--- config.mk ---
export PLATFORM = sky130hd
export DESIGN_NAME = binary_clock_with_display_timeout
export DESIGN_NICKNAME = d
export VERILOG_FILES = /design/src/sv/bcdt_pkg.sv /design/src/sv/binary_clock_with_display_timeout.sv
export SDC_FILE = /design/constraint.sdc
export NUM_CORES = 1
export LEC_CHECK = 0
export BUFFER_PORTS_ARGS = -buffer_cell sky130_fd_sc_hd__buf_2
export CAP_MARGIN = 20
export CORE_MARGIN = 3
export CORE_UTILIZATION = 50
export CTS_CLUSTER_DIAMETER = 200
export CTS_CLUSTER_SIZE = 40
export DETAILED_ROUTE_END_ITERATION = 12
export MAX_ROUTING_LAYER = met4
export PLACE_DENSITY = 0.73
export SYNTH_ARGS = -nofsm -noshare
export SYNTH_HDL_FRONTEND = slang
export SYNTH_SLANG_ARGS = --single-unit
--- constraint.sdc ---
create_clock -name clock -period 3.9 [get_ports clock]
set_clock_uncertainty 0.2 [all_clocks]
set_input_delay 0.585 -clock clock [delete_from_list [all_inputs] [get_ports clock]]
set_output_delay 0.585 -clock clock [all_outputs]
set_load 0.1 [all_outputs]
--- src/sv/bcdt_pkg.sv ---
`timescale 1ns / 1ps
// ----------------------------------------------------------------------------
// bcdt_pkg
// Shared constants for the binary clock with display timeout: field widths,
// beat layout, register indexes and reset values.
// ----------------------------------------------------------------------------
package bcdt_pkg;

   localparam int LEVEL_COUNT = 5;
   localparam int LEVEL_W     = 3;
   localparam int SEC_W       = 6;
   localparam int MIN_W       = 6;
   localparam int HOUR_W      = 5;
   localparam int TMO_W       = 8;
   localparam int DUTY_W      = 8;
   localparam int TABLE_W     = 40;

   localparam int REQ_DATA_W  = 8;
   localparam int RSP_DATA_W  = 32;
   localparam int CSR_ADDR_W  = 2;
   localparam int CSR_DATA_W  = TABLE_W;

   // request beat: tdata bit positions
   localparam int REQ_WAKE_BIT   = 0;
   localparam int REQ_MINUTE_BIT = 1;
   localparam int REQ_HOUR_BIT   = 2;

   // response beat: field low bits
   localparam int RSP_MIN_LEDS_LO  = 0;
   localparam int RSP_HOUR_LEDS_LO = RSP_MIN_LEDS_LO + MIN_W;
   localparam int RSP_MIN_DUTY_LO  = RSP_HOUR_LEDS_LO + HOUR_W;
   localparam int RSP_HOUR_DUTY_LO = RSP_MIN_DUTY_LO + DUTY_W;
   localparam int RSP_ON_BIT       = RSP_HOUR_DUTY_LO + DUTY_W;
   localparam int RSP_USED_W       = RSP_ON_BIT + 1;

   // opcode in req_tuser
   localparam logic OP_TICK  = 1'b0;
   localparam logic OP_PRESS = 1'b1;

   // register indexes
   localparam logic [CSR_ADDR_W-1:0] CSR_TIMEOUT_RELOAD = 2'd0;
   localparam logic [CSR_ADDR_W-1:0] CSR_MINUTE_TABLE   = 2'd1;
   localparam logic [CSR_ADDR_W-1:0] CSR_HOUR_TABLE     = 2'd2;

   localparam logic [TMO_W-1:0]   RELOAD_RESET      = 8'd10;
   localparam logic [TABLE_W-1:0] MINUTE_TBL_RESET  = 40'hFF96643200;
   localparam logic [TABLE_W-1:0] HOUR_TBL_RESET    = 40'hFFFAF5F3F0;

   localparam logic [SEC_W-1:0]   SEC_RESET   = 6'd0;
   localparam logic [MIN_W-1:0]   MIN_RESET   = 6'd0;
   localparam logic [HOUR_W-1:0]  HOUR_RESET  = 5'd12;
   localparam logic [TMO_W-1:0]   TMO_RESET   = 8'd10;
   localparam logic [LEVEL_W-1:0] LEVEL_RESET = 3'd2;

   localparam logic [SEC_W-1:0]   SEC_LAST   = 6'd59;
   localparam logic [MIN_W-1:0]   MIN_LAST   = 6'd59;
   localparam logic [HOUR_W-1:0]  HOUR_LAST  = 5'd23;
   localparam logic [LEVEL_W-1:0] LEVEL_LAST = LEVEL_W'(LEVEL_COUNT - 1);

   // pick one duty byte of a packed table
   function automatic logic [DUTY_W-1:0] duty_byte(input logic [TABLE_W-1:0] tbl,
                                                   input logic [LEVEL_W-1:0] lvl);
      logic [DUTY_W-1:0] res;
      res = '0;
      for (int i = 0; i < LEVEL_COUNT; i++) begin
         if (lvl == LEVEL_W'(i)) begin
            res = tbl[i*DUTY_W +: DUTY_W];
         end
      end
      return res;
   endfunction

endpackage

--- src/sv/binary_clock_with_display_timeout.sv ---
`timescale 1ns / 1ps
// request beat to response beat: input register, then result register
// throughput: one beat per cycle; while a response waits the request side takes
// one more beat into an empty input register, then stalls
// reset (synchronous, active high): time 12:00:00, timeout 10, level 2,
// registers to their defaults, both pipeline stages empty
// ----------------------------------------------------------------------------
// binary_clock_with_display_timeout
// Seconds/minutes/hours counter with button adjust, brightness level and a
// display timeout that blanks the LED outputs.
// ----------------------------------------------------------------------------
module binary_clock_with_display_timeout (
   input  logic                               clock,
   input  logic                               reset,
   input  logic                               req_tvalid,
   output logic                               req_tready,
   input  logic [bcdt_pkg::REQ_DATA_W-1:0]    req_tdata,   // wake_pressed, minute_pressed, hour_pressed, zero pad
   input  logic                               req_tuser,   // opcode
   output logic                               rsp_tvalid,
   input  logic                               rsp_tready,
   output logic [bcdt_pkg::RSP_DATA_W-1:0]    rsp_tdata,   // minute_leds, hour_leds, minute_duty, hour_duty, display_on, zero pad
   input  logic                               csr_we,
   input  logic [bcdt_pkg::CSR_ADDR_W-1:0]    csr_addr,
   input  logic [bcdt_pkg::CSR_DATA_W-1:0]    csr_wdata
);

   logic [bcdt_pkg::TMO_W-1:0]    reload_ff, reload_in;
   logic [bcdt_pkg::TABLE_W-1:0]  min_tbl_ff, min_tbl_in;
   logic [bcdt_pkg::TABLE_W-1:0]  hour_tbl_ff, hour_tbl_in;

   logic [bcdt_pkg::SEC_W-1:0]    sec_ff, sec_in;
   logic [bcdt_pkg::MIN_W-1:0]    min_ff, min_in;
   logic [bcdt_pkg::HOUR_W-1:0]   hour_ff, hour_in;
   logic [bcdt_pkg::TMO_W-1:0]    tmo_ff, tmo_in;
   logic [bcdt_pkg::LEVEL_W-1:0]  level_ff, level_in;

   logic                          s1_valid_ff, s1_valid_in;
   logic                          s1_op_ff, s1_op_in;
   logic                          s1_wake_ff, s1_wake_in;
   logic                          s1_minute_ff, s1_minute_in;
   logic                          s1_hour_ff, s1_hour_in;

   logic                          rsp_valid_ff, rsp_valid_in;
   logic [bcdt_pkg::RSP_DATA_W-1:0] rsp_data_ff, rsp_data_in;

   logic                          out_free;
   logic                          s1_move;
   logic                          req_take;
   logic                          on_now;
   logic                          on_next;

   assign out_free   = !rsp_valid_ff || rsp_tready;
   assign s1_move    = s1_valid_ff && out_free;
   assign req_tready = !s1_valid_ff || out_free;
   assign req_take   = req_tvalid && req_tready;
   assign rsp_tvalid = rsp_valid_ff;
   assign rsp_tdata  = rsp_data_ff;

   // configuration registers
   always_comb begin
      reload_in   = reload_ff;
      min_tbl_in  = min_tbl_ff;
      hour_tbl_in = hour_tbl_ff;
      if (csr_we) begin
         unique case (csr_addr)
            bcdt_pkg::CSR_TIMEOUT_RELOAD: reload_in = csr_wdata[bcdt_pkg::TMO_W-1:0];
            bcdt_pkg::CSR_MINUTE_TABLE:   min_tbl_in = csr_wdata;
            bcdt_pkg::CSR_HOUR_TABLE:     hour_tbl_in = csr_wdata;
            default: ;
         endcase
      end
   end

   // input register
   always_comb begin
      s1_valid_in  = s1_valid_ff;
      s1_op_in     = s1_op_ff;
      s1_wake_in   = s1_wake_ff;
      s1_minute_in = s1_minute_ff;
      s1_hour_in   = s1_hour_ff;
      if (req_tready) begin
         s1_valid_in = req_tvalid;
      end
      if (req_take) begin
         s1_op_in     = req_tuser;
         s1_wake_in   = req_tdata[bcdt_pkg::REQ_WAKE_BIT];
         s1_minute_in = req_tdata[bcdt_pkg::REQ_MINUTE_BIT];
         s1_hour_in   = req_tdata[bcdt_pkg::REQ_HOUR_BIT];
      end
   end

   // clock state update
   always_comb begin
      sec_in   = sec_ff;
      min_in   = min_ff;
      hour_in  = hour_ff;
      tmo_in   = tmo_ff;
      level_in = level_ff;
      on_now   = (tmo_ff != '0);
      if (s1_move) begin
         if (s1_op_ff == bcdt_pkg::OP_TICK) begin
            if (sec_ff >= bcdt_pkg::SEC_LAST) begin
               sec_in = '0;
               if (min_ff >= bcdt_pkg::MIN_LAST) begin
                  min_in  = '0;
                  hour_in = (hour_ff >= bcdt_pkg::HOUR_LAST) ? '0 : hour_ff + 1'b1;
               end else begin
                  min_in = min_ff + 1'b1;
               end
            end else begin
               sec_in = sec_ff + 1'b1;
            end
            if (on_now) begin
               tmo_in = tmo_ff - 1'b1;
            end
         end else if (on_now) begin
            if (s1_wake_ff && s1_minute_ff) begin
               level_in = (level_ff >= bcdt_pkg::LEVEL_LAST) ? '0 : level_ff + 1'b1;
               tmo_in   = reload_ff;
            end else if (s1_minute_ff) begin
               min_in = (min_ff >= bcdt_pkg::MIN_LAST) ? '0 : min_ff + 1'b1;
               tmo_in = reload_ff;
            end
            if (s1_hour_ff) begin
               hour_in = (hour_ff >= bcdt_pkg::HOUR_LAST) ? '0 : hour_ff + 1'b1;
               tmo_in  = reload_ff;
            end
         end else if (s1_wake_ff || s1_minute_ff || s1_hour_ff) begin
            tmo_in = reload_ff;
         end
      end
   end

   // result register
   always_comb begin
      on_next      = (tmo_in != '0);
      rsp_valid_in = rsp_valid_ff;
      rsp_data_in  = rsp_data_ff;
      if (out_free) begin
         rsp_valid_in = s1_valid_ff;
      end
      if (s1_move) begin
         rsp_data_in = '0;
         rsp_data_in[bcdt_pkg::RSP_MIN_LEDS_LO +: bcdt_pkg::MIN_W] =
            on_next ? min_in : '0;
         rsp_data_in[bcdt_pkg::RSP_HOUR_LEDS_LO +: bcdt_pkg::HOUR_W] =
            on_next ? hour_in : '0;
         rsp_data_in[bcdt_pkg::RSP_MIN_DUTY_LO +: bcdt_pkg::DUTY_W] =
            bcdt_pkg::duty_byte(min_tbl_ff, level_in);
         rsp_data_in[bcdt_pkg::RSP_HOUR_DUTY_LO +: bcdt_pkg::DUTY_W] =
            bcdt_pkg::duty_byte(hour_tbl_ff, level_in);
         rsp_data_in[bcdt_pkg::RSP_ON_BIT] = on_next;
      end
   end

   always_ff @(posedge clock) begin
      if (reset) begin
         reload_ff    <= bcdt_pkg::RELOAD_RESET;
         min_tbl_ff   <= bcdt_pkg::MINUTE_TBL_RESET;
         hour_tbl_ff  <= bcdt_pkg::HOUR_TBL_RESET;
         sec_ff       <= bcdt_pkg::SEC_RESET;
         min_ff       <= bcdt_pkg::MIN_RESET;
         hour_ff      <= bcdt_pkg::HOUR_RESET;
         tmo_ff       <= bcdt_pkg::TMO_RESET;
         level_ff     <= bcdt_pkg::LEVEL_RESET;
         s1_valid_ff  <= 1'b0;
         rsp_valid_ff <= 1'b0;
      end else begin
         reload_ff    <= reload_in;
         min_tbl_ff   <= min_tbl_in;
         hour_tbl_ff  <= hour_tbl_in;
         sec_ff       <= sec_in;
         min_ff       <= min_in;
         hour_ff      <= hour_in;
         tmo_ff       <= tmo_in;
         level_ff     <= level_in;
         s1_valid_ff  <= s1_valid_in;
         rsp_valid_ff <= rsp_valid_in;
      end
   end

   always_ff @(posedge clock) begin
      s1_op_ff     <= s1_op_in;
      s1_wake_ff   <= s1_wake_in;
      s1_minute_ff <= s1_minute_in;
      s1_hour_ff   <= s1_hour_in;
      rsp_data_ff  <= rsp_data_in;
   end

endmodule

==> flow_metrics.env, run 1 <==
export IMPL_outcome="finished, final reports clean"
export IMPL_die_x_um=123
export IMPL_peakVddDrop_mv=0.322
export IMPL_clk_pin_slew_ps=60
export IMPL_start_kind="register"
export IMPL_fin_cells=1038
export IMPL_p_int_mw=2.75
export IMPL_syn_cell_area_mm2=0.00686
export IMPL_yosysTopAreaCellShare_pct=34.4
export IMPL_dp_hpwl_mm=12.2
export IMPL_drt_initial_drc_count=687
export IMPL_cts_root_buf="clkbuf_16"
export IMPL_drc=0
export IMPL_synth_seq_cells=150
export IMPL_worstSetupPathType="reg -> reg"
export IMPL_setup_viol=0
export IMPL_numClockSinks=150
export IMPL_seqPwrFrac_pct=45.5
export IMPL_wl_per_cell_um=17.5
export IMPL_synthArstFlopShare_pct=0
export IMPL_port_buffers=80
export IMPL_maxClockFrequency_mhz=293
export IMPL_required_ps=3850
export IMPL_switching_share_pct=25.7
export IMPL_syn_avg_cell_area_um2=8.82
export IMPL_viasPerCell=5.87
export IMPL_rsz0062_at_grt="false"
export IMPL_num_nets_final=912
export IMPL_switchingPower_mw=0.950
export IMPL_numCtsBuffers=17
export IMPL_clkPwrFrac_pct=43.1
export IMPL_synth_top_area_cell="dfxtp_1"
export IMPL_final_max_slew_viol_count=0
export IMPL_place_gp_congestion=0.891
export IMPL_antenna_found_initial=0
export IMPL_rrSetupSlack_ps=480
export IMPL_cts_tree="done"
export IMPL_synth_edff_count=32
export IMPL_final_common_cell="nand2_1"
export IMPL_htree_levels=4
export IMPL_area_delta_synth_final_pct=16.5
export IMPL_ant_nets=0
export IMPL_worstMarginPinSlew_ps=940
export IMPL_max_stage_delay_ps=640
export IMPL_die_area_mm2=0.0152
export IMPL_post_dp_cell_area_mm2=0.00741
export IMPL_min_delay_start="req_tdata[1]"
export IMPL_grt_pass1_wl_mm=28.9
export IMPL_start_util_pct=51.4
export IMPL_fill_cells=1193
export IMPL_yosysSeqAreaShare_pct=48.4
export IMPL_reg2reg_from="tmo_ff[1]$_SDFF_PP1_"
export IMPL_rr_endpoint="rsp_tdata[24]$_DFFE_PN_"
export IMPL_leakagePower_nw=3.27
export IMPL_die_h_um=123
export IMPL_grt_ovfl_total=0
export IMPL_crit_arrival_ps=3370
export IMPL_first_pass_iters=5
export IMPL_fin_tns_setup_ps=0
export IMPL_ios=90
export IMPL_slowest_stage="a2111oi_0"
export IMPL_totalWireLength_mm=18.2
export IMPL_reg2reg_depth=10
export IMPL_slew_headroom_pct=37.3
export IMPL_yosysUniqueCellTypes=66
export IMPL_crit_fanout=23
export IMPL_hold_class="in -> reg"
export IMPL_hold_violations=0
export IMPL_first_global_vias=5647
export IMPL_crit_path_end_kind="register"
export IMPL_final_cell_mix="nand2_1 (140), dfxtp_1 (118), buf_2 (80), nor2_1 (67), a21oi_1 (66)"
export IMPL_num_vias=6093
export IMPL_ys_warn_count=0
export IMPL_p_comb_share_pct=11.4
export IMPL_cp_cell_sequence="inv_1 -> ha_1 -> nor3b_2 -> a21oi_1 -> nand3_1 -> buf_4 -> and3_1 -> a2111oi_0 -> buf_4 -> o22ai_1"
export IMPL_maxCapViolCount=0
export IMPL_finalCritPeriodShare_pct=87.6
export IMPL_ys_flop_type="dfxtp_1"
export IMPL_design_area_mm2=0.00799
export IMPL_netlist_instances=778
export IMPL_path_buf_inv=3
export IMPL_hold_ws_ps=141
export IMPL_cts_hold_buf=0
export IMPL_grt_usage_pct=25.1
export IMPL_finalWorstPathRequiredPeriod_ps=3420
export IMPL_critPathTopFamily="compound AO/OA/AOI/OAI gates"
export IMPL_min_to="s1_minute_ff$_DFFE_PP_"
export IMPL_power_density_mw_per_mm2=463
export IMPL_core_area_mm2=0.0133
export IMPL_n_antenna_cell=0
export IMPL_crit_path_frequent_cell="buf_4"
export IMPL_postCtsSetupBuffers=0
export IMPL_drive_gt1_share_pct=18.0
export IMPL_grt_max_degree=51
export IMPL_num_rows=42
export IMPL_clock_latency_ps=420
export IMPL_synthTopCellsByArea="dfxtp_1 (34%), edfxtp_1 (14%), nand2_1 (7.7%), a21oi_1 (4.8%), nor2_1 (3.7%)"
export IMPL_fin_util_pct=59.9
export IMPL_cts_buffer_depth=2
export IMPL_min_delay_path_depth=1
export IMPL_dp_cells=1006
## worst register-to-register path: cells and delay by family, from the launching register on
kind | cells | cell delay [ps]
buf+inv | 3 | 580
simple gates | 3 | 570
flops | 1 | 490
fa+ha+maj | 1 | 220
compound gates | 3 | 1090
## kinds of logic (layout without fill, tap and decap cells)
family | after synthesis | in the layout | share of synthesized area, %
simple gates | 322 | 322 | 22.9
compound gates | 195 | 195 | 19.8
flops | 150 | 150 | 48.4
buf+inv | 91 | 172 | 5.71
mux | 9 | 9 | 1.39
fa+ha+maj | 7 | 7 | 1.28
xor+xnor | 3 | 3 | 0.383
other cells | 1 | 4 | 0.0547
## cell usage after synthesis (7+ instances only)
library cell and number:
a2111oi_0 11, a211o_1 23, a21oi_1 66, a21oi_2 9, and3_1 21, clkbuf_1 40, dfxtp_1 118, edfxtp_1 32
ha_1 7, inv_1 35, mux2i_1 7, nand2_1 140, nand3_1 8, nand3b_1 30, nor2_1 67, nor2b_1 7
nor3_1 8, o21ai_0 16, o221ai_1 11, o22ai_1 10
## state kept, by name, summed over array words and instances (netlist names)
| register | cells |
|---|---|
| min_ff | 6 |
| s1_valid_ff | 1 |
| sec_ff | 6 |
| s1_op_ff | 1 |
| rsp_tdata | 28 |
| reload_ff | 8 |
| rsp_tvalid | 1 |
| s1_minute_ff | 1 |
| hour_ff | 5 |
| tmo_ff | 8 |
| hour_tbl_ff | 40 |
| level_ff | 3 |
| min_tbl_ff | 40 |
| s1_hour_ff | 1 |
| s1_wake_ff | 1 |
## how the worst max path moves through the flow
| stage | from | endpoint | slack (ps) | cells past startpoint |
|---|---|---|---|---|
| after floorplan | rsp_tvalid$_SDFFE_PP0P_ | rsp_tdata[5]$_SDFFCE_PN0N_ | 400 | 9 |
| after global placement | tmo_ff[0]$_SDFF_PP0_ | rsp_tdata[24]$_DFFE_PN_ | 360 | 9 |
| after detailed placement | tmo_ff[1]$_SDFF_PP1_ | rsp_tdata[24]$_DFFE_PN_ | 360 | 9 |
| after CTS | tmo_ff[1]$_SDFF_PP1_ | rsp_tdata[24]$_DFFE_PN_ | 330 | 9 |
| after global routing | tmo_ff[1]$_SDFF_PP1_ | rsp_tdata[24]$_DFFE_PN_ | 220 | 10 |
| final | tmo_ff[1]$_SDFF_PP1_ | rsp_tdata[24]$_DFFE_PN_ | 480 | 10 |
## layer usage
layer / up-vias / part of all wire [%] / wire [um] / GRT usage (%)
met3: 18 / 7.5 / 1360 / 5.54
met2: 238 / 46 / 8350 / 36.5
li1: 2900 / - / - / -
met5: - / 0 / 0 / -
met4: 0 / 0.93 / 169 / 6.85
met1: 2937 / 46 / 8290 / 35.5
## stage by stage
step / setup WS [ps] / power (mW)
6_report: 482 / 3.70
2_1_floorplan: 398 / 2.02
3_5_place_dp: 361 / 2.13
3_3_place_gp: 362 / 2.12
4_1_cts: 327 / 3.71
5_1_grt: 217 / 3.83
## timing repair
| item | CTS | global route |
|---|---|---|
| resized for setup | 0 | 1 |
| setup endpoints to repair | 0 | 1 |
| endpoints found under the hold margin | 0 | 0 |
## power groups by stage
stage / registers [mW] / logic, mW / clock network [mW]
finish: 1.68 / 0.423 / 1.59
floorplan: 1.80 / 0.221 / 0
global placement: 1.71 / 0.410 / 0
detailed placement: 1.71 / 0.418 / 0
global route: 1.69 / 0.456 / 1.69
CTS: 1.68 / 0.420 / 1.61
## final cells by class
cell class	instances	area, um^2	share of cell area [%]
clock buffer	24	473	5.92
clock inverter	8	96.3	1.21
inverter	36	135	1.69
multi-input combinational	540	3160	39.6
sequential	150	3320	41.6
tap	176	220	2.76
timing repair buffer	104	581	7.27
Note: power is estimated with default switching activity, not from simulation.
==> run 2, diff against run 1 <==
Settings changed: RECOVER_POWER from default to 25, TNS_END_PERCENT from default to 30.
==> run 2 against run 1 <==
Against the previous run:
- the run now ends with max-capacitance violations, max-slew violations left
- worst setup slack better by 34 ps
- sequential share of layout area hardly changed
- non-clock buffer count stayed put
- global-route usage stayed put
- largest cell class unchanged
==> flow_metrics.env, run 2 (same netlist as run 1, synthesis figures left out) <==
export IMPL_slowest_stage="a2111oi_0"
export IMPL_outcome="complete, but fails checks"
export IMPL_dp_hpwl_mm=12.2
export IMPL_hold_violations=0
export IMPL_power_density_mw_per_mm2=464
export IMPL_multi_input_area_mm2=0.00316
export IMPL_routed_wl_met3_mm=1.45
export IMPL_numCtsBuffers=17
export IMPL_seqCellArea_mm2=0.00332
export IMPL_clock_latency_ps=420
export IMPL_final_common_cell="nand2_1"
export IMPL_wl_per_cell_um=17.5
export IMPL_final_cell_mix="nand2_1 (140), dfxtp_1 (118), buf_2 (79), nor2_1 (67), a21oi_1 (66)"
export IMPL_maxClockFrequency_mhz=296
export IMPL_grt_max_degree=51
export IMPL_max_stage_delay_ps=620
export IMPL_fill_cells=1192
export IMPL_crit_path_end_kind="register"
export IMPL_core_area_mm2=0.0133
export IMPL_worstSetupPathType="reg -> reg"
export IMPL_design_area_mm2=0.00798
export IMPL_grt_pass1_wl_mm=28.9
export IMPL_cp_cell_sequence="inv_1 -> ha_1 -> nor3b_2 -> a21oi_1 -> nand3_1 -> buf_4 -> and3_1 -> a2111oi_0 -> buf_4 -> o22ai_1"
export IMPL_clk_pin_slew_ps=60
export IMPL_setup_viol=0
export IMPL_wl_met1_mm=8.26
export IMPL_htree_levels=4
export IMPL_crit_arrival_ps=3340
export IMPL_top_layer="met4"
export IMPL_drc=0
export IMPL_slew_headroom_pct=-52.5
export IMPL_postCtsSetupBuffers=0
export IMPL_ant_nets=0
export IMPL_finalWorstPathRequiredPeriod_ps=3380
export IMPL_n_antenna_cell=0
export IMPL_num_vias=6109
export IMPL_crit_fanout=23
export IMPL_hold_class="in -> reg"
export IMPL_finalCritPeriodShare_pct=86.8
export IMPL_num_rows=42
export IMPL_grt_usage_pct=25.1
export IMPL_wl_met2_mm=8.29
export IMPL_required_ps=3850
export IMPL_numClockSinks=150
export IMPL_antenna_found_initial=0
export IMPL_first_pass_iters=5
export IMPL_cts_buffer_depth=2
export IMPL_start_util_pct=51.4
export IMPL_die_h_um=123
export IMPL_viasPerCell=5.89
export IMPL_num_nets_final=912
export IMPL_totalWireLength_mm=18.2
export IMPL_post_dp_cell_area_mm2=0.00741
export IMPL_cts_root_buf="clkbuf_16"
export IMPL_violations="max-capacitance violations, max-slew violations"
export IMPL_grt_ovfl_total=0
export IMPL_cts_tree="done"
export IMPL_maxCapViolCount=1
export IMPL_area_delta_synth_final_pct=16.4
export IMPL_die_x_um=123
export IMPL_leakagePower_nw=3.26
export IMPL_fin_tns_setup_ps=0
export IMPL_place_gp_congestion=0.891
export IMPL_first_global_vias=5647
export IMPL_crit_path_frequent_cell="buf_4"
export IMPL_drive_gt1_share_pct=17.7
export IMPL_die_area_mm2=0.0152
export IMPL_ios=90
export IMPL_final_max_slew_viol_count=48
export IMPL_peakVddDrop_mv=0.323
export IMPL_drt_initial_drc_count=701
export IMPL_rsz0062_at_grt="false"
export IMPL_worstMarginPinSlew_ps=2290
export IMPL_start_kind="register"
export IMPL_path_buf_inv=3
export IMPL_port_buffers=80
export IMPL_critPathTopFamily="compound AO/OA/AOI/OAI gates"
-- run 2: where the power goes --
part / internal, mW / switching [mW]
Combinational: 0.123 / 0.301
Sequential: 1.65 / 0.0330
Clock: 0.977 / 0.621
Total: 2.75 / 0.955
-- run 2: timing repair --
action                                  CTS  global route
hold buffers                              0             0
endpoints found under the setup margin    0             1
resized for setup                         0             1
-- run 2: area by class of cell --
type | instances | area share, %
clock inverter | 8 | 1.21
tap | 176 | 2.76
inverter | 36 | 1.69
clock buffer | 24 | 5.92
sequential | 150 | 41.6
timing repair buffer | 104 | 7.21
multi-input combinational | 540 | 39.6
-- run 2: worst paths after layout --
check                                    from                     endpoint  slack (ps)  depth (start not counted)
hold / removal                   req_tdata[1]       s1_minute_ff$_DFFE_PP_         140                          1
hold reg to reg   hour_tbl_ff[3]$_SDFFE_PP0P_  hour_tbl_ff[3]$_SDFFE_PP0P_         250                          2
setup / recovery         tmo_ff[1]$_SDFF_PP1_      rsp_tdata[24]$_DFFE_PN_         520                         10
setup reg to reg         tmo_ff[1]$_SDFF_PP1_      rsp_tdata[24]$_DFFE_PN_         520                         10
-- run 2: stage by stage --
step / instances / total power, mW / worst slack (ps) / utilization, % / hold slack [ps]
final: 1038 / 3.70 / 516 / 59.8 / 142
after global routing: 1038 / 3.83 / 217 / 59.8 / 133
after CTS: 1038 / 3.71 / 327 / 59.8 / 130
after detailed placement: 1006 / 2.13 / 361 / 55.5 / 243
after global placement: 1006 / 2.12 / 362 / 55.5 / 239
after floorplan: 781 / 2.02 / 398 / - / 232
-- run 2: worst register-to-register path: stages, from the launching register on --
cell and delay [ps]:
dfxtp_1 490, inv_1 120, ha_1 220, nor3b_2 210, a21oi_1 370, nand3_1 170, buf_4 240, and3_1 190
a2111oi_0 620, buf_4 220, o22ai_1 70
-- run 2: metal layers --
metal,GRT usage (%),vias to the layer above
li1,-,2901
met1,35.5,2919
met2,36.5,267
met3,5.54,22
met4,6.85,0
met5,-,-
